[src/rtl/qamhd_pkg.sv]
// qamhd_pkg: shared widths, constellation constants and slicing tables
// for the qam hard decision demapper; no dependencies
`default_nettype none

package qamhd_pkg;

   localparam int SAMPLE_WIDTH     = 16;
   localparam int FRAC_BITS        = 13;
   localparam int ORDER_WIDTH      = 2;
   localparam int NUM_ORDERS       = 4;
   localparam int MAX_THR          = 7;
   localparam int NUM_MAGS         = MAX_THR + 1;
   localparam int COUNT_WIDTH      = 3;
   localparam int LOWER_BITS       = 3;
   localparam int AXIS_BITS        = LOWER_BITS + 1;
   localparam int LABEL_WIDTH      = 8;
   localparam int LABEL_BITS_WIDTH = 4;
   localparam int THR_WIDTH        = SAMPLE_WIDTH + 2;

   localparam logic [ORDER_WIDTH-1:0] ORDER_QPSK   = 2'd0;
   localparam logic [ORDER_WIDTH-1:0] ORDER_QAM16  = 2'd1;
   localparam logic [ORDER_WIDTH-1:0] ORDER_QAM64  = 2'd2;
   localparam logic [ORDER_WIDTH-1:0] ORDER_QAM256 = 2'd3;

   localparam longint NORM_QPSK   = 2;
   localparam longint NORM_QAM16  = 10;
   localparam longint NORM_QAM64  = 42;
   localparam longint NORM_QAM256 = 170;

   // above any value that twice the sample magnitude can take
   localparam longint THR_CLAMP = longint'(1) << (SAMPLE_WIDTH + 1);

   typedef logic [NUM_ORDERS-1:0][MAX_THR-1:0][THR_WIDTH-1:0] thr_table_type;
   typedef logic [NUM_ORDERS-1:0][NUM_MAGS-1:0][LOWER_BITS-1:0] pat_table_type;

   function automatic longint norm_of(int ord);
      longint n;
      unique case (ord)
         0: n = NORM_QPSK;
         1: n = NORM_QAM16;
         2: n = NORM_QAM64;
         default: n = NORM_QAM256;
      endcase
      return n;
   endfunction

   // round(mag * 2^FRAC_BITS / sqrt(norm)), exact integer search
   function automatic longint round_level(longint mag, longint norm);
      logic [63:0] rhs;
      logic [63:0] lo;
      logic [63:0] hi;
      logic [63:0] mid;
      logic [63:0] u;
      rhs = (64'(4) * 64'(mag) * 64'(mag)) << (2 * FRAC_BITS);
      lo  = 64'd0;
      hi  = 64'(mag) << FRAC_BITS;
      while (lo < hi) begin
         mid = lo + ((hi - lo + 64'd1) >> 1);
         u   = (mid << 1) - 64'd1;
         if (64'(norm) * u * u <= rhs) begin
            lo = mid;
         end else begin
            hi = mid - 64'd1;
         end
      end
      return longint'(lo);
   endfunction

   // odd magnitude index selected by the non-sign bits of a k-bit axis pattern
   function automatic int level_mag_of(int pat, int k);
      int t;
      int s;
      int j;
      t = 1;
      if (k > 1) begin
         s = ((pat & 1) != 0) ? -1 : 1;
         t = 2 - s;
         for (j = k - 2; j >= 1; j--) begin
            s = (((pat >> (k - 1 - j)) & 1) != 0) ? -1 : 1;
            t = (1 << (k - j)) - s * t;
         end
      end
      return t;
   endfunction

   // non-sign axis bits for the c-th smallest magnitude
   function automatic int lower_of(int ord, int c);
      int res;
      int p;
      res = 0;
      for (p = 0; p < (1 << ord); p++) begin
         if (level_mag_of(p, ord + 1) == 2 * c + 1) begin
            res = p;
         end
      end
      return res;
   endfunction

   // midpoint sums between adjacent magnitudes, nudged by one where the
   // lower magnitude wins the tie
   function automatic thr_table_type build_thr_table();
      thr_table_type tab;
      longint s;
      int o;
      int j;
      for (o = 0; o < NUM_ORDERS; o++) begin
         for (j = 0; j < MAX_THR; j++) begin
            if (j < (1 << o) - 1) begin
               s = round_level(longint'(2 * j + 1), norm_of(o))
                 + round_level(longint'(2 * j + 3), norm_of(o));
               if (lower_of(o, j + 1) <= lower_of(o, j)) begin
                  s = s + 1;
               end
               if (s > THR_CLAMP) begin
                  s = THR_CLAMP;
               end
            end else begin
               s = THR_CLAMP;
            end
            tab[o][j] = THR_WIDTH'(s);
         end
      end
      return tab;
   endfunction

   function automatic pat_table_type build_pat_table();
      pat_table_type tab;
      int o;
      int c;
      for (o = 0; o < NUM_ORDERS; o++) begin
         for (c = 0; c < NUM_MAGS; c++) begin
            if (c < (1 << o)) begin
               tab[o][c] = LOWER_BITS'(lower_of(o, c));
            end else begin
               tab[o][c] = '0;
            end
         end
      end
      return tab;
   endfunction

   localparam thr_table_type THR_TABLE = build_thr_table();
   localparam pat_table_type PAT_TABLE = build_pat_table();

endpackage

`default_nettype wire

[src/rtl/qam_hard_decision_demapper.sv]
// qam_hard_decision_demapper: top level, per-axis threshold slicer
// depends on qamhd_pkg for widths and the threshold and pattern tables
`default_nettype none

// hard decision demapper for qpsk, 16qam, 64qam and 256qam (38.211 mapping)
//
// request channel: start with req_i_sample / req_q_sample (signed q2.13);
//   a request is taken at a rising edge with start high and busy low
// busy is high only while reset is asserted, so one request per clock
//   is taken in normal operation
// result channel: rsp_valid marks rsp_bit_label and rsp_label_bits for
//   exactly one cycle; there is no back-pressure
// pipeline: a taken request passes through the input register, the
//   combinational slicer and the result register before its result
//   appears on the ports
// throughput: one request per clock, set by the combinational slicer
// slicing: each axis gives its sign bit from the sample sign and its
//   remaining bits from up to seven magnitude comparators against
//   constant midpoints; ties go to the larger label
// csr: csr_we writes csr_wdata into the modulation order (reset qpsk);
//   it is to be written only when no request is in flight
// reset: synchronous, clears the order and all valid flags

module qam_hard_decision_demapper (
   input  wire logic                                    clock,
   input  wire logic                                    reset,
   input  wire logic                                    start,
   output logic                                         busy,
   input  wire logic signed [qamhd_pkg::SAMPLE_WIDTH-1:0] req_i_sample,
   input  wire logic signed [qamhd_pkg::SAMPLE_WIDTH-1:0] req_q_sample,
   output logic                                         rsp_valid,
   output logic [qamhd_pkg::LABEL_WIDTH-1:0]            rsp_bit_label,
   output logic [qamhd_pkg::LABEL_BITS_WIDTH-1:0]       rsp_label_bits,
   input  wire logic                                    csr_we,
   input  wire logic [qamhd_pkg::ORDER_WIDTH-1:0]       csr_wdata
);

   // slice one axis: sign from the sample, magnitude bits from thresholds
   function automatic logic [qamhd_pkg::AXIS_BITS-1:0] slice_axis(
      logic signed [qamhd_pkg::SAMPLE_WIDTH-1:0] x,
      logic [qamhd_pkg::ORDER_WIDTH-1:0]         ord
   );
      logic                                 neg;
      logic [qamhd_pkg::SAMPLE_WIDTH-1:0]   mag;
      logic [qamhd_pkg::THR_WIDTH-1:0]      twice;
      logic [qamhd_pkg::COUNT_WIDTH-1:0]    count;
      logic [qamhd_pkg::LOWER_BITS-1:0]     lower;
      logic [qamhd_pkg::AXIS_BITS-1:0]      pat;
      // zero sits on the midpoint of the two inner levels: negative wins
      neg   = x[qamhd_pkg::SAMPLE_WIDTH-1] || (x == '0);
      mag   = x[qamhd_pkg::SAMPLE_WIDTH-1] ? (~x + 1'b1) : x;
      twice = {1'b0, mag, 1'b0};
      count = '0;
      for (int j = 0; j < qamhd_pkg::MAX_THR; j++) begin
         count = count + qamhd_pkg::COUNT_WIDTH'(twice >= qamhd_pkg::THR_TABLE[ord][j]);
      end
      lower = qamhd_pkg::PAT_TABLE[ord][count];
      pat   = (qamhd_pkg::AXIS_BITS'(neg) << ord)
            | qamhd_pkg::AXIS_BITS'(lower);
      return pat;
   endfunction

   // configuration
   logic [qamhd_pkg::ORDER_WIDTH-1:0] order_ff;
   logic [qamhd_pkg::ORDER_WIDTH-1:0] order_in;

   // input register
   logic                                        valid_s1_ff;
   logic                                        valid_s1_in;
   logic signed [qamhd_pkg::SAMPLE_WIDTH-1:0]   sample_i_ff;
   logic signed [qamhd_pkg::SAMPLE_WIDTH-1:0]   sample_i_in;
   logic signed [qamhd_pkg::SAMPLE_WIDTH-1:0]   sample_q_ff;
   logic signed [qamhd_pkg::SAMPLE_WIDTH-1:0]   sample_q_in;

   // result register
   logic                                        rsp_valid_ff;
   logic                                        rsp_valid_in;
   logic [qamhd_pkg::LABEL_WIDTH-1:0]           label_ff;
   logic [qamhd_pkg::LABEL_WIDTH-1:0]           label_in;
   logic [qamhd_pkg::LABEL_BITS_WIDTH-1:0]      nbits_ff;
   logic [qamhd_pkg::LABEL_BITS_WIDTH-1:0]      nbits_in;

   logic                                        req_accept;
   logic [qamhd_pkg::AXIS_BITS-1:0]             pat_i;
   logic [qamhd_pkg::AXIS_BITS-1:0]             pat_q;

   // only held off while in reset
   assign busy       = reset;
   assign req_accept = start && !busy;

   assign order_in    = csr_we ? csr_wdata : order_ff;
   assign valid_s1_in = req_accept;
   assign sample_i_in = req_accept ? req_i_sample : sample_i_ff;
   assign sample_q_in = req_accept ? req_q_sample : sample_q_ff;

   always_comb begin
      pat_i = slice_axis(sample_i_ff, order_ff);
      pat_q = slice_axis(sample_q_ff, order_ff);
      // i bits on the odd label positions, q bits on the even ones;
      // pattern bits above the order are already zero
      label_in = '0;
      for (int b = 0; b < qamhd_pkg::AXIS_BITS; b++) begin
         label_in[2 * b + 1] = pat_i[b];
         label_in[2 * b]     = pat_q[b];
      end
      nbits_in     = qamhd_pkg::LABEL_BITS_WIDTH'({order_ff, 1'b0}) + 4'd2;
      rsp_valid_in = valid_s1_ff;
   end

   always_ff @(posedge clock) begin
      if (reset) begin
         order_ff     <= qamhd_pkg::ORDER_QPSK;
         valid_s1_ff  <= 1'b0;
         rsp_valid_ff <= 1'b0;
      end else begin
         order_ff     <= order_in;
         valid_s1_ff  <= valid_s1_in;
         rsp_valid_ff <= rsp_valid_in;
      end
   end

   // payload, no reset needed
   always_ff @(posedge clock) begin
      sample_i_ff <= sample_i_in;
      sample_q_ff <= sample_q_in;
      if (valid_s1_ff) begin
         label_ff <= label_in;
         nbits_ff <= nbits_in;
      end
   end

   assign rsp_valid      = rsp_valid_ff;
   assign rsp_bit_label  = label_ff;
   assign rsp_label_bits = nbits_ff;

   // a taken request reaches the slicer stage on the next edge
   a_accept_to_s1: assert property (@(posedge clock) disable iff (reset)
      req_accept |=> valid_s1_ff)
      else $error("accepted request did not reach slicer stage");

   // every sliced sample yields a result in the following cycle
   a_s1_to_rsp: assert property (@(posedge clock) disable iff (reset)
      valid_s1_ff |=> rsp_valid_ff)
      else $error("sliced sample produced no result");

   // label width follows the selected order
   a_nbits: assert property (@(posedge clock) disable iff (reset)
      rsp_valid_ff |-> (rsp_label_bits
                        == (qamhd_pkg::LABEL_BITS_WIDTH'({order_ff, 1'b0}) + 4'd2)))
      else $error("label width does not match modulation order");

   // label bits above the valid count stay clear
   a_label_clear: assert property (@(posedge clock) disable iff (reset)
      rsp_valid_ff |-> ((rsp_bit_label >> rsp_label_bits) == '0))
      else $error("label has bits above its width");

endmodule

`default_nettype wire
[config.mk]
export PLATFORM = sky130hd
export DESIGN_NAME = qam_hard_decision_demapper
export DESIGN_NICKNAME = d
export VERILOG_FILES = /design/src/rtl/qamhd_pkg.sv /design/src/rtl/qam_hard_decision_demapper.sv
export SDC_FILE = /design/constraint.sdc
export NUM_CORES = 1
export LEC_CHECK = 0
export ABC_AREA = 1
export BUFFER_PORTS_ARGS = -buffer_cell sky130_fd_sc_hd__buf_2
export CAP_MARGIN = 10
export CORE_MARGIN = 5
export CORE_UTILIZATION = 55
export DETAILED_ROUTE_END_ITERATION = 6
export GPL_TIMING_DRIVEN = 0
export PLACE_DENSITY = 0.75
export SYNTH_ARGS = -nofsm -noshare
export SYNTH_HDL_FRONTEND = slang
export SYNTH_SLANG_ARGS = --single-unit
[constraint.sdc]
create_clock -name clock -period 6.44 [get_ports clock]
set_input_delay 1.288 -clock clock [delete_from_list [all_inputs] [get_ports clock]]
set_output_delay 1.288 -clock clock [all_outputs]
set_load 0.005 [all_outputs]
# Yosys cells after proc, flatten, opt, wreduce, memory -nomap -nowiden

Cells that the tools add are included.

Register bits: 48
Input bits: 38
Output and inout port bits: 14
Word-level logic and storage cells: 61

Add/subtract/negate cells: 15
$lt $le $gt $ge: 17
Shifts and indexed selects: 2
Muxes and demuxes: 10
Bitwise operators: 4
Reduce and logical (&&, ||, !) cells: 6

Operators with widths:

| operator                                           | number |
|---|---|
| binary-select mux 126 bit (select 2 bit)           | 1 |
| greater-or-equal comparator 17 x 18 -> 1 bit       | 14 |
| 2-to-1 mux 126 bit                                 | 1 |
| binary-select mux 24 bit (select 2 bit)            | 1 |
| adder 16 x 1 -> 16 bit, second input constant      | 2 |
| zero test 16 bit                                   | 2 |
| 2-to-1 mux 16 bit                                  | 2 |
| NOT 16 bit                                         | 2 |
| adder 3 x 1 -> 3 bit                               | 8 |
| 2-to-1 mux 24 bit                                  | 1 |
| binary-select mux 3 bit (select 3 bit)             | 2 |
| < comparator 3 x 4 -> 1 bit, second input constant | 2 |
| OR 4 x 3 -> 4 bit                                  | 2 |
| left shift 1 x 2 -> 4 bit                          | 2 |
| adder 2 x 1 -> 3 bit                               | 2 |
| 2-to-1 mux 3 bit                                   | 2 |
| adder 1 x 1 -> 2 bit                               | 2 |
| adder 3 x 2 -> 4 bit, second input constant        | 1 |
| < comparator 2 x 3 -> 1 bit, second input constant | 1 |
| logical OR 1 bit                                   | 2 |
| logical AND 1 bit                                  | 1 |
| zero test 1 bit                                    | 1 |

# Longest topological paths before layout

Gate-level depths: netlist of the first run.

Word-level depth: 13
Gate-level depth with buffers: 26

# Least setup slack after synthesis of the first run

No wires, ideal clock.

Kind: register to register
Start: register order_ff[1] (netlist name)
End: register label_ff, in the netlist rsp_bit_label[1], data pin
Setup time: 270 ps
Arrival time: 4,706 ps
Slack: 1,465 ps
Cell stages (with the launch flop): 22
Buffers on the path: 0
Period minus slack after synthesis: 4,975 ps
Cells stage by stage: dfxtp_1 -> clkinv_1 -> ha_1 -> inv_1 -> ha_1 -> a21oi_1 -> and2_1 -> nand3_1 -> nand2_1 -> nand2_1 -> o21ai_0 -> nand2_1 -> nand2_1 -> a21oi_1 -> fa_1 -> inv_1 -> fa_1 -> fa_1 -> fa_1 -> xor2_1 -> o32a_1 -> o21ai_0

Cells in the longest elaborated chain, start to end: 12
Elaborated cells on any way between the ends: 21

Ends and longest elaborated chain:

| element                                      | line                              | RTL |
|---|---|---|
| from (decl)                                  | qam_hard_decision_demapper.sv:64  | `logic [qamhd_pkg::ORDER_WIDTH-1:0] order_ff;` |
| from (signal assigned)                       | qam_hard_decision_demapper.sv:112 | `order_ff <= qamhd_pkg::ORDER_QPSK;` |
| from (signal assigned)                       | qam_hard_decision_demapper.sv:116 | `order_ff <= order_in;` |
| binary-select mux 126 bit (select 2 bit)     | qam_hard_decision_demapper.sv:55  | `count = count + qamhd_pkg::COUNT_WIDTH'(twice >= qamhd_pkg::THR_TABLE[ord][j]);` |
| 2-to-1 mux 126 bit (not written as such)     | qam_hard_decision_demapper.sv:55  |  |
| greater-or-equal comparator 17 x 18 -> 1 bit | qam_hard_decision_demapper.sv:55  |  |
| adder 1 x 1 -> 2 bit                         | qam_hard_decision_demapper.sv:55  |  |
| adder 2 x 1 -> 3 bit                         | qam_hard_decision_demapper.sv:55  |  |
| adder 3 x 1 -> 3 bit (4 in series)           | qam_hard_decision_demapper.sv:55  |  |
| binary-select mux 3 bit (select 3 bit)       | qam_hard_decision_demapper.sv:57  | `lower = qamhd_pkg::PAT_TABLE[ord][count];` |
| 2-to-1 mux 3 bit (not written as such)       | qam_hard_decision_demapper.sv:57  |  |
| OR 4 x 3 -> 4 bit (*)                        | qam_hard_decision_demapper.sv:59  | `\| qamhd_pkg::AXIS_BITS'(lower);` |
| named net pat_i, one bit                     | qam_hard_decision_demapper.sv:84  | `logic [qamhd_pkg::AXIS_BITS-1:0] pat_i;` |
| to (signal assigned)                         | qam_hard_decision_demapper.sv:127 | `label_ff <= label_in;` |
| to (decl)                                    | qam_hard_decision_demapper.sv:78  | `logic [qamhd_pkg::LABEL_WIDTH-1:0] label_ff;` |

The timed path passes the listed nets; every way through them passes the cells marked *. The select of a mux whose other input is x is not followed.
A chain may end at the register's enable or synchronous reset.

# Worst setup path in the final report of the first run

Same ends and word-level chain as after synthesis.

==> results of run 1 <==
final cells by class:
type / count / area, sq um
inverters: 106 / 398
repair buffers: 50 / 250
well taps: 129 / 161
multi-input cells: 611 / 3400
plain buffers: 12 / 71.3
fillers: 894 / 3480
flip-flops and latches: 47 / 1370
clock buffers: 5 / 68.8
clock inverters: 2 / 37.5
sequential cells by signal (all words and copies together), names as in the netlist:
signal / flops
rsp_label_bits: 3
rsp_bit_label: 8
sample_q_ff: 16
rsp_valid_in: 1
order_ff: 2
sample_i_ff: 16
rsp_valid: 1
power by group through the flow:
stage	clock network, mW	logic, mW	registers [mW]
6_report	0.221	0.438	0.372
5_1_grt	0.240	0.503	0.375
4_1_cts	0.225	0.435	0.372
3_5_place_dp	0	0.432	0.379
3_3_place_gp	0	0.415	0.379
2_1_floorplan	0	0.328	0.376
critical path, stage by stage (launching register included):
cell and delay, ns:
dfxtp_1 0.49, clkinv_1 0.68, ha_1 0.49, inv_1 0.28, ha_1 0.32, a21oi_1 0.12, and2_1 0.14, nand3_1 0.11
nand2_1 0.08, nand2_1 0.05, o21ai_0 0.14, nand2_1 0.06, nand2_1 0.05, a21oi_1 0.08, fa_1 0.54, inv_1 0.06
fa_1 0.50, fa_1 0.45, fa_1 0.56, xor2_1 0.15, o32a_1 0.16, o21ai_0 0.07
worst paths after layout:
check,slack [ns],end,start
max,0.60,rsp_bit_label[1],order_ff[1]
min reg2reg,0.66,rsp_valid,rsp_valid_in
max reg2reg,0.60,rsp_bit_label[1],order_ff[1]
min,0.66,rsp_valid,rsp_valid_in
through the flow:
| step | hold WS (ns) | setup slack, ns | cell area (sq um) |
|---|---|---|---|
| after floorplan | 0.571 | 1.46 | 5230 |
| after global placement | 0.628 | 0.674 | 5650 |
| after detailed placement | 0.646 | 0.598 | 5650 |
| after CTS | 0.660 | 0.579 | 5760 |
| after global routing | 0.678 | 0.153 | 5760 |
| final | 0.657 | 0.596 | 5760 |
cell families (layout without fill, tap and decap cells):
kind of cell,Yosys count,count (layout),synth area share (%)
adders and majority gates,73,73,18.6
DFF,47,47,26.2
buffers and inverters,118,175,8.96
xor gates and xnor gates,5,5,0.837
other,1,1,0.0717
AOI/OAI and AO/OA,79,79,8.51
and+or+nand+nor,453,453,36.8
placed cells by master (no fill, tap or decap), types with 2 or more instances in the layout:
master    netlist  final
buf_2           6     56
a21boi_0        2      2
a21oi_1        35     35
nand3_1        63     63
o221ai_1        2      2
nand4_1         9      9
edfxtp_1       43     43
nand3_2         2      2
xor2_1          3      3
inv_2           5      5
dfxtp_1         4      4
clkbuf_1        2      2
buf_4           3      3
o21bai_1        3      3
nand3b_1       11     11
xnor2_1         2      2
nor2_2          6      6
nor2_1        107    106
ha_1           65     65
a211oi_1        4      4
o21ai_1         4      4
o21ai_0        21     21
nor3b_1         2      2
fa_1            8      8
nand2_2         6      6
inv_1         100    100
clkbuf_8        0      5
nand2_1       231    231
o22ai_1         3      3
nor3_1          8      8
routing by layer:
layer  vias up  share of wire (%)  GRT usage (%)
li1       2661                  -              -
met1      2320                 49           33.7
met2       148                 43           36.7
met3        16                7.0           3.24
met4         0                1.1           4.15
met5         -                  0              0
==> metrics.md, run 1 <==
| Metric | Value |
|---|---|
| Ant. Diodes | 0 |
| Dominant cells by area after synthesis | edfxtp_1, nand2_1, ha_1 |
| Resized cells post-CTS | 0 |
| Critical path required time | 6.50 ns |
| Critical path peak fanout | 23 |
| CTS Hold Bufs | 0 |
| Detailed Routing Iterations Pass 1 | 5 |
| DR DRC count | 0 |
| Boundary Pins | 52 |
| Drt wl/cell | around 13 um |
| Synth-to-layout area growth | 10.0% |
| Final ANT Viol Nets | 0 |
| Post-synth EDFFs | 43 |
| Async set or reset register ratio after synthesis | 0% |
| Synth Instances | 776 |
| Hold Path Cell Cnt | 2 |
| Post-synth net total | 887 |
| #FFs+latches synth | 47 |
| Max-slew headroom | 40.7% |
| Avg Cell Area, Syn | just under 7 sq um |
| Placed Cells incl. Taps | between 900 and 1000 |
| P per Cell Area | 179 nW/um^2 |
| Initial antenna violation count | 0 |
| Vias in the first global route | 4801 |
| # clock sinks | 47 |
| Largest net degree at the start of global routing | 34 |
| Clk Latency, worst-skew pair | 0.31 ns |
| Reg power frac | between 30% and 40% |
| Clock tree root buffer cell | clkbuf_8 |
| DR vias | 5145 |
| Die Area | 11600 sq um |
| Sw frac | 38.2% |
| Starting Density | 56.6% |
| Synth top area share | 24.7% |
| Die Span X | around 110 um |
| MaxCap Viol Count | 0 |
| Synth top cells by count | nand2_1, nor2_1, inv_1 |
| Crit path kind | register to register |
| Element type at the critical path start | register |
| Row count | 35 |
| Main synth FF type | edfxtp_1 |
| Clock network fraction of total power | 21.4% |
| Final slew viol count | 0 |
| 1st-iter DRT viols | 272 |
| Total Wirelength | 12900 um |
| Clk slew on worst S/H paths | roughly 0.10 ns |
| Die span in y | 108 um |
| GRT overflow | 0 |
| Pleak | 2.83 nW |
| Setup Skew | 0.0170 ns |
| Post-Syn Area | 5230 sq um |
| Count leader, synth | nand2_1 |
| Crit end category | register |
| Post-synth top area cell | edfxtp_1 |
| Setup repair after global routing missed its margin | false |
| Hold Crit Class | register to register |
| Final HPWL DP | 10500 um |
| Layout cell share with drive strength beyond 1 | between 10% and 20% |
| CTS HTree Levels | 2 |
| Setup repair bufs after CTS | 0 |
| Num CTS Buffers | 5 |
| RePlAce Congestion | 0.961 |
| Seq/Total Area, Yosys | 26.2% |
| TritonCTS clock tree | done |
| Arrival @ worst endpoint | between 5 and 6 ns |
| Non-filler cells, final | 962 |
| Net switching power | 394 uW |
| Via-per-instance ratio | between 5 and 6 |
| Tmin final | 5.84 ns |
| Total core area | 9240 sq um |
| Fmax | around 170 MHz |
| Fin. Hold Viols | 0 |
| IO buf count | 50 |
| Internal | 637 uW |
| GRT Overall Usage | 23.1% |
| Design Power | 1.03 mW |
| Final setup fails | 0 |
| Slew @ Worst Pin | 0.888 ns |
| R2r worst-path depth | 21 |
| Final period util | between 90 and 100% |
| Ys Warns | 0 |
| Yosys cell types | 45 |
| Fin nets | 944 |
| CTS Buffer Depth | 2 |
| Setup Total Neg Slack | 0 ns |
| Peak supply drop | about 0.11 mV |
| First-pass GRT wire length | 21800 um |
| Outcome | completed |
| Finished Core Util | a little over 60% |
| Comb pwr share | approximately 43% |
Note: power is estimated with default switching activity, not from simulation.
==> run 2: changes to the inputs <==
BUFFER_PORTS_ARGS = -buffer_cell sky130_fd_sc_hd__buf_4   (was -buffer_cell sky130_fd_sc_hd__buf_2)
CORE_UTILIZATION = 50   (was 55)
PLACE_DENSITY = 0.69   (was 0.75)
==> run 2 against run 1 <==
Effect of this change: flip-flop and latch count stayed put; worst hold slack worse by 0.0017 ns; non-clock buffer count stayed put; wire length is 1.0% higher; global-route usage is 2.3 points lower; worst setup slack worse by 0.12 ns; clock skew is 0.0015 ns lower; final area is 2.3% higher; core utilization is 5.0 points lower; critical endpoint unchanged.
==> metrics.md, run 2 (synthesis results as in run 1) <==
| Metric | Value |
|---|---|
| R2r worst-path depth | 21 |
| Synth-to-layout area growth | 12.6% |
| Fmax | roughly 170 MHz |
| Worst path max stage delay | 0.71 ns |
| 1st-iter DRT viols | 401 |
| Family with the most delay on the worst path | adder cells |
| R2R Setup Slk | around 0.48 ns |
| # clock sinks | 47 |
| Largest net degree at the start of global routing | 34 |
| Critical path required time | about 6.5 ns |
| CTS Buffer Depth | 2 |
| First-pass GRT wire length | 21900 um |
| IO buf count | 50 |
| Die span in y | 112 um |
| Element type at the critical path start | register |
| Place WS | 0.468 ns |
| Clk slew on worst S/H paths | 0.10 ns |
| Via-per-instance ratio | 5.27 |
| Clock tree root buffer cell | clkbuf_8 |
| Crit path kind | register to register |
| Clk Latency, worst-skew pair | 0.31 ns |
| Drt wl/cell | 13.4 um |
| Final period util | 92.6% |
| Total core area | 10300 sq um |
| CP Depth | 21 |
| Final ANT Viol Nets | 0 |
| Crit end category | register |
| Final WS setup | 0.479 ns |
| Final HPWL DP | 10600 um |
| Setup repair bufs after CTS | 0 |
| Area of the multi-input gates | 3400 sq um |
| R2r endpoint | rsp_bit_label[1] |
| Row count | 37 |
| GRT overflow | 0 |
| CP Cell Sequence | clkinv_1 -> ha_1 -> inv_1 -> ha_1 -> a21oi_1 -> and2_1 -> nand3_1 -> nand2_1 -> nand2_1 -> o21ai_0 -> nand2_1 -> nand2_1 -> a21oi_1 -> fa_1 -> inv_1 -> fa_1 -> fa_1 -> fa_1 -> xor2_1 -> o32a_1 -> o21ai_0 |
| Reg area | 1370 sq um |
| Final setup fails | 0 |
| Starting Density | around 51% |
| Tmin final | 5.96 ns |
| Max-slew headroom | 39.9% |
| Crit path capture | rsp_bit_label[1] |
| Peak supply drop | about 0.095 mV |
| Slew @ Worst Pin | 0.899 ns |
| Die Span X | 112 um |
| CP max-delay cell | clkinv_1 |
| Arrival @ worst endpoint | ~6.0 ns |
| Commonest non-fill, non-tap cell in the layout | nand2_1 |
| Detailed Routing Iterations Pass 1 | 4 |
| Placed Cells incl. Taps | between 900 and 1000 |
| TritonCTS clock tree | done |
| FF-to-FF Start | order_ff[1] |
| Num CTS Buffers | 5 |
| Ant. Diodes | 0 |
| Outcome | completed |
| Setup Skew | 0.0156 ns |
| Most frequent cells in the layout | nand2_1, nor2_1, inv_1, ha_1, nand3_1 |
| DR vias | 5109 |
| Initial antenna violation count | 0 |
| RePlAce Congestion | ~0.95 |
| Boundary Pins | 52 |
| Final slew viol count | 0 |
| Hold Crit Class | register to register |
| Fin nets | between 900 and 1000 |
| DR DRC count | 0 |
| CTS Hold Bufs | 0 |
| Vias in the first global route | 4752 |
| GRT Overall Usage | 20.8% |
| Pleak | 2.87 nW |
| Die Area | 12600 sq um |
| Layout cell share with drive strength beyond 1 | 10.7% |
| Resized cells post-CTS | 0 |
| Total Wirelength | 13000 um |
| CP startpoint | order_ff[1] |
| MaxCap Viol Count | 0 |
| Setup Total Neg Slack | 0 ns |
| Critical path peak fanout | 23 |
| Non-filler cells, final | 969 |
| Fin. Hold Viols | 0 |
| CTS HTree Levels | 2 |
| Setup repair after global routing missed its margin | false |
| P per Cell Area | 177 nW/um^2 |
| Worst Path Buf+Inv | 3 |
| Fillers | 1034 |
==> run 2: worst min-delay path by stage <==
stage | start | end | cells after the start | slack [ns]
final | rsp_valid_in | rsp_valid | 2 | 0.66
after global routing | rsp_valid_in | rsp_valid | 2 | 0.72
after CTS | rsp_valid_in | rsp_valid | 2 | 0.66
after detailed placement | rsp_valid_in | rsp_valid | 2 | 0.66
after global placement | rsp_valid_in | rsp_valid | 2 | 0.63
after floorplan | rsp_valid_in | rsp_valid | 2 | 0.57
==> run 2: cell type report <==
class                           instances  share of cell area (%)
Buffer                                 12                    1.21
Clock buffer                            5                    1.17
Clock inverter                          2                   0.637
Inverter                              106                    6.75
Multi-Input combinational cell        611                    57.7
Sequential cell                        47                    23.3
Tap cell                              136                    2.89
Timing Repair Buffer                   50                    6.37
==> run 2: stage by stage <==
step	hold WS [ns]	util (%)	area [sq um]	power, mW
2_1_floorplan	0.571	-	5230	0.704
3_3_place_gp	0.630	56.2	5780	0.804
3_5_place_dp	0.655	56.3	5790	0.821
4_1_cts	0.660	57.3	5890	1.04
5_1_grt	0.722	57.3	5890	1.13
6_report	0.655	57.3	5890	1.04
==> run 2: tightest hold or removal path: stages, from the launching register on <==
cell	delay, ns
dfxtp_1	0.48
inv_1	0.10
nor2_1	0.04
==> run 2: layer usage <==
metal / part of all wire, % / up-vias / global-route usage [%]
met5: 0 / - / 0
met4: 0.87 / 0 / 3.69
met3: 5.3 / 9 / 2.53
met2: 44 / 134 / 33.9
met1: 49 / 2314 / 30.0
li1: - / 2652 / -
==> run 2: report_power, final <==
part	internal [mW]	switching (mW)	leakage, nW
sequential	0.357	0.0159	0.437
combinational	0.175	0.272	2.39
clock	0.114	0.108	0.0502
==> run 3: changes to the inputs <==
CELL_PAD_IN_SITES_DETAIL_PLACEMENT = 2   (was unset)
CELL_PAD_IN_SITES_GLOBAL_PLACEMENT = 2   (was unset)
CORE_UTILIZATION = 31   (was 50)
PLACE_DENSITY = unset   (was 0.69)
PLACE_DENSITY_LB_ADDON = 0.1   (was unset)
clock period = 5.15 ns   (was 6.44 ns; I/O delays follow)
==> run 3 against run 2 <==
Effect of this change: largest power group unchanged; clock power up 55%; sequential share of layout area decreased by 2.4 points; power grew 42%; worst setup slack worse by 0.25 ns; sequential power is 27% higher; largest cell class unchanged; core utilization down 18 points; register-to-register slack got worse by 0.25 ns; combinational power rose by 49%; via count grew 7.0%; critical path type unchanged; wire length is 43% higher.
==> metrics.md, run 3 (synthesis results as in run 1) <==
| Metric | Value |
|---|---|
| Final HPWL DP | 15000 um |
| Die Span X | 140 um |
| Fmax | 203 MHz |
| Setup Total Neg Slack | 0 ns |
| RePlAce Congestion | 0.800 |
| Final setup fails | 0 |
| Row count | 47 |
| P per Cell Area | 224 nW/um^2 |
| Design Power | 1.48 mW |
| MaxCap Viol Count | 0 |
| Reg area | about 1400 sq um |
| Boundary Pins | 52 |
| # clock sinks | 47 |
| Max-slew headroom | 33.8% |
| Fin nets | between 900 and 1000 |
| Drt wl/cell | 17.2 um |
| Ant. Diodes | 0 |
| Most frequent cells in the layout | nand2_1, nor2_1, inv_1, buf_4, nand3_1 |
| Crit path kind | register to register |
| CP max-delay cell | fa_2 |
| Final Hold Slack | 0.682 ns |
| Total Wirelength | between 15000 and 20000 um |
| Synth-to-layout area growth | 26.0% |
| R2r worst-path depth | 21 |
| IO buf count | 50 |
| Worst path max stage delay | 0.62 ns |
| Slew @ Worst Pin | 0.980 ns |
| Final period util | a little over nine tenths |
| Die Area | 19600 sq um |
| Non-filler cells, final | 1080 |
| Clock tree root buffer cell | clkbuf_16 |
| Place WS | -1.09 ns |
| Die span in y | roughly 140 um |
| Final slew viol count | 0 |
| Peak supply drop | 0.141 mV |
| TritonCTS clock tree | done |
| Largest net degree at the start of global routing | 34 |
| Vias in the first global route | approximately 6000 |
| Arrival @ worst endpoint | between 5 and 6 ns |
| Final ANT Viol Nets | 0 |
| CTS Buffer Depth | 2 |
| GRT overflow | 0 |
| Clk slew on worst S/H paths | 0.08 ns |
| Pleak | 3.07 nW |
| Via-per-instance ratio | 5.06 |
| Hold Path Cell Cnt | 2 |
| GRT Overall Usage | 18.8% |
| Final WS setup | 0.229 ns |
| Layout cell share with drive strength beyond 1 | between 10% and 20% |
| DR vias | 5469 |
| Area of the multi-input gates | roughly 3700 sq um |
| Setup Skew | 0.0132 ns |
| Num CTS Buffers | 5 |
| Outcome | completed |
| CTS Hold Bufs | 0 |
| Clk Latency, worst-skew pair | roughly 0.31 ns |
| Initial antenna violation count | 0 |
| CP Cell Sequence | inv_4 -> ha_4 -> nand3_4 -> o21ai_4 -> xor2_4 -> ha_1 -> a21oi_2 -> o21a_1 -> nand3_1 -> nand2_1 -> nand2_1 -> nand2_1 -> a21oi_1 -> fa_1 -> inv_1 -> fa_1 -> fa_2 -> fa_2 -> xnor2_1 -> inv_1 -> o221ai_1 |
| Hold Crit Class | register to register |
| First-pass GRT wire length | 29800 um |
| Commonest non-fill, non-tap cell in the layout | nand2_1 |
| Critical path peak fanout | 4 |
| CTS HTree Levels | 2 |
| Crit end category | register |
| DR DRC count | 0 |
| 1st-iter DRT viols | slightly above 100 |
| Detailed Routing Iterations Pass 1 | 5 |
| Element type at the critical path start | register |
| Fillers | 2002 |
| Placed Cells incl. Taps | 1047 |
| Starting Density | 31.6% |
| Critical path required time | 5.29 ns |
| Crit path top cell by count | nand2_1 |
| Total core area | 16600 sq um |
| Fin. Hold Viols | 0 |
| Tmin final | 4.92 ns |
-- run 3: cell type report --
type / instances / area share [%]
clock inverters: 3 / 0.342
inverters: 106 / 6.47
clock buffers: 5 / 1.90
multi-input cells: 611 / 56.0
well taps: 220 / 4.18
plain buffers: 12 / 1.21
flip-flops and latches: 47 / 20.9
repair buffers: 76 / 9.01
-- run 3: final timing paths --
path                  startpoint               end  slack [ns]
setup / recovery  sample_q_ff[0]  rsp_bit_label[0]        0.23
hold / removal       order_ff[1]       order_ff[1]        0.68
setup reg to reg  sample_q_ff[0]  rsp_bit_label[0]        0.23
hold reg to reg      order_ff[1]       order_ff[1]        0.68
-- run 3: worst max-delay path: cells and delay by family (launching register included) --
family | cells | cell delay [ns]
xor gates and xnor gates | 2 | 0.34
AOI/OAI and AO/OA | 5 | 0.81
DFF | 1 | 0.47
buffers and inverters | 3 | 0.23
adders and majority gates | 6 | 2.53
and+or+nand+nor | 5 | 0.37
-- run 3: power breakdown --
| part | internal [mW] | switching (mW) |
|---|---|---|
| clock network | 0.182 | 0.160 |
| registers | 0.446 | 0.0264 |
| logic | 0.268 | 0.397 |
| total | 0.896 | 0.583 |
-- run 3: repair_timing --
item                       4_1_cts  5_1_grt
resized for setup               34       45
hold endpoints to repair         0        0
setup buffers                    5       20
setup endpoints to repair        6        4
pin swaps                        2       16
-- run 3: routing by layer --
metal	wire length (um)	GRT usage [%]
met5	0	0
met4	110	3.01
met3	512	3.72
met2	8940	31.9
met1	9000	25.4
-- run 3: metrics by stage --
| stage | util, % | instance area [sq um] |
|---|---|---|
| 6_report | 39.8 | 6590 |
| 5_1_grt | 39.8 | 6590 |
| 4_1_cts | 37.8 | 6260 |
| 3_5_place_dp | 35.6 | 5900 |
| 3_3_place_gp | 35.5 | 5880 |
| 2_1_floorplan | - | 5230 |
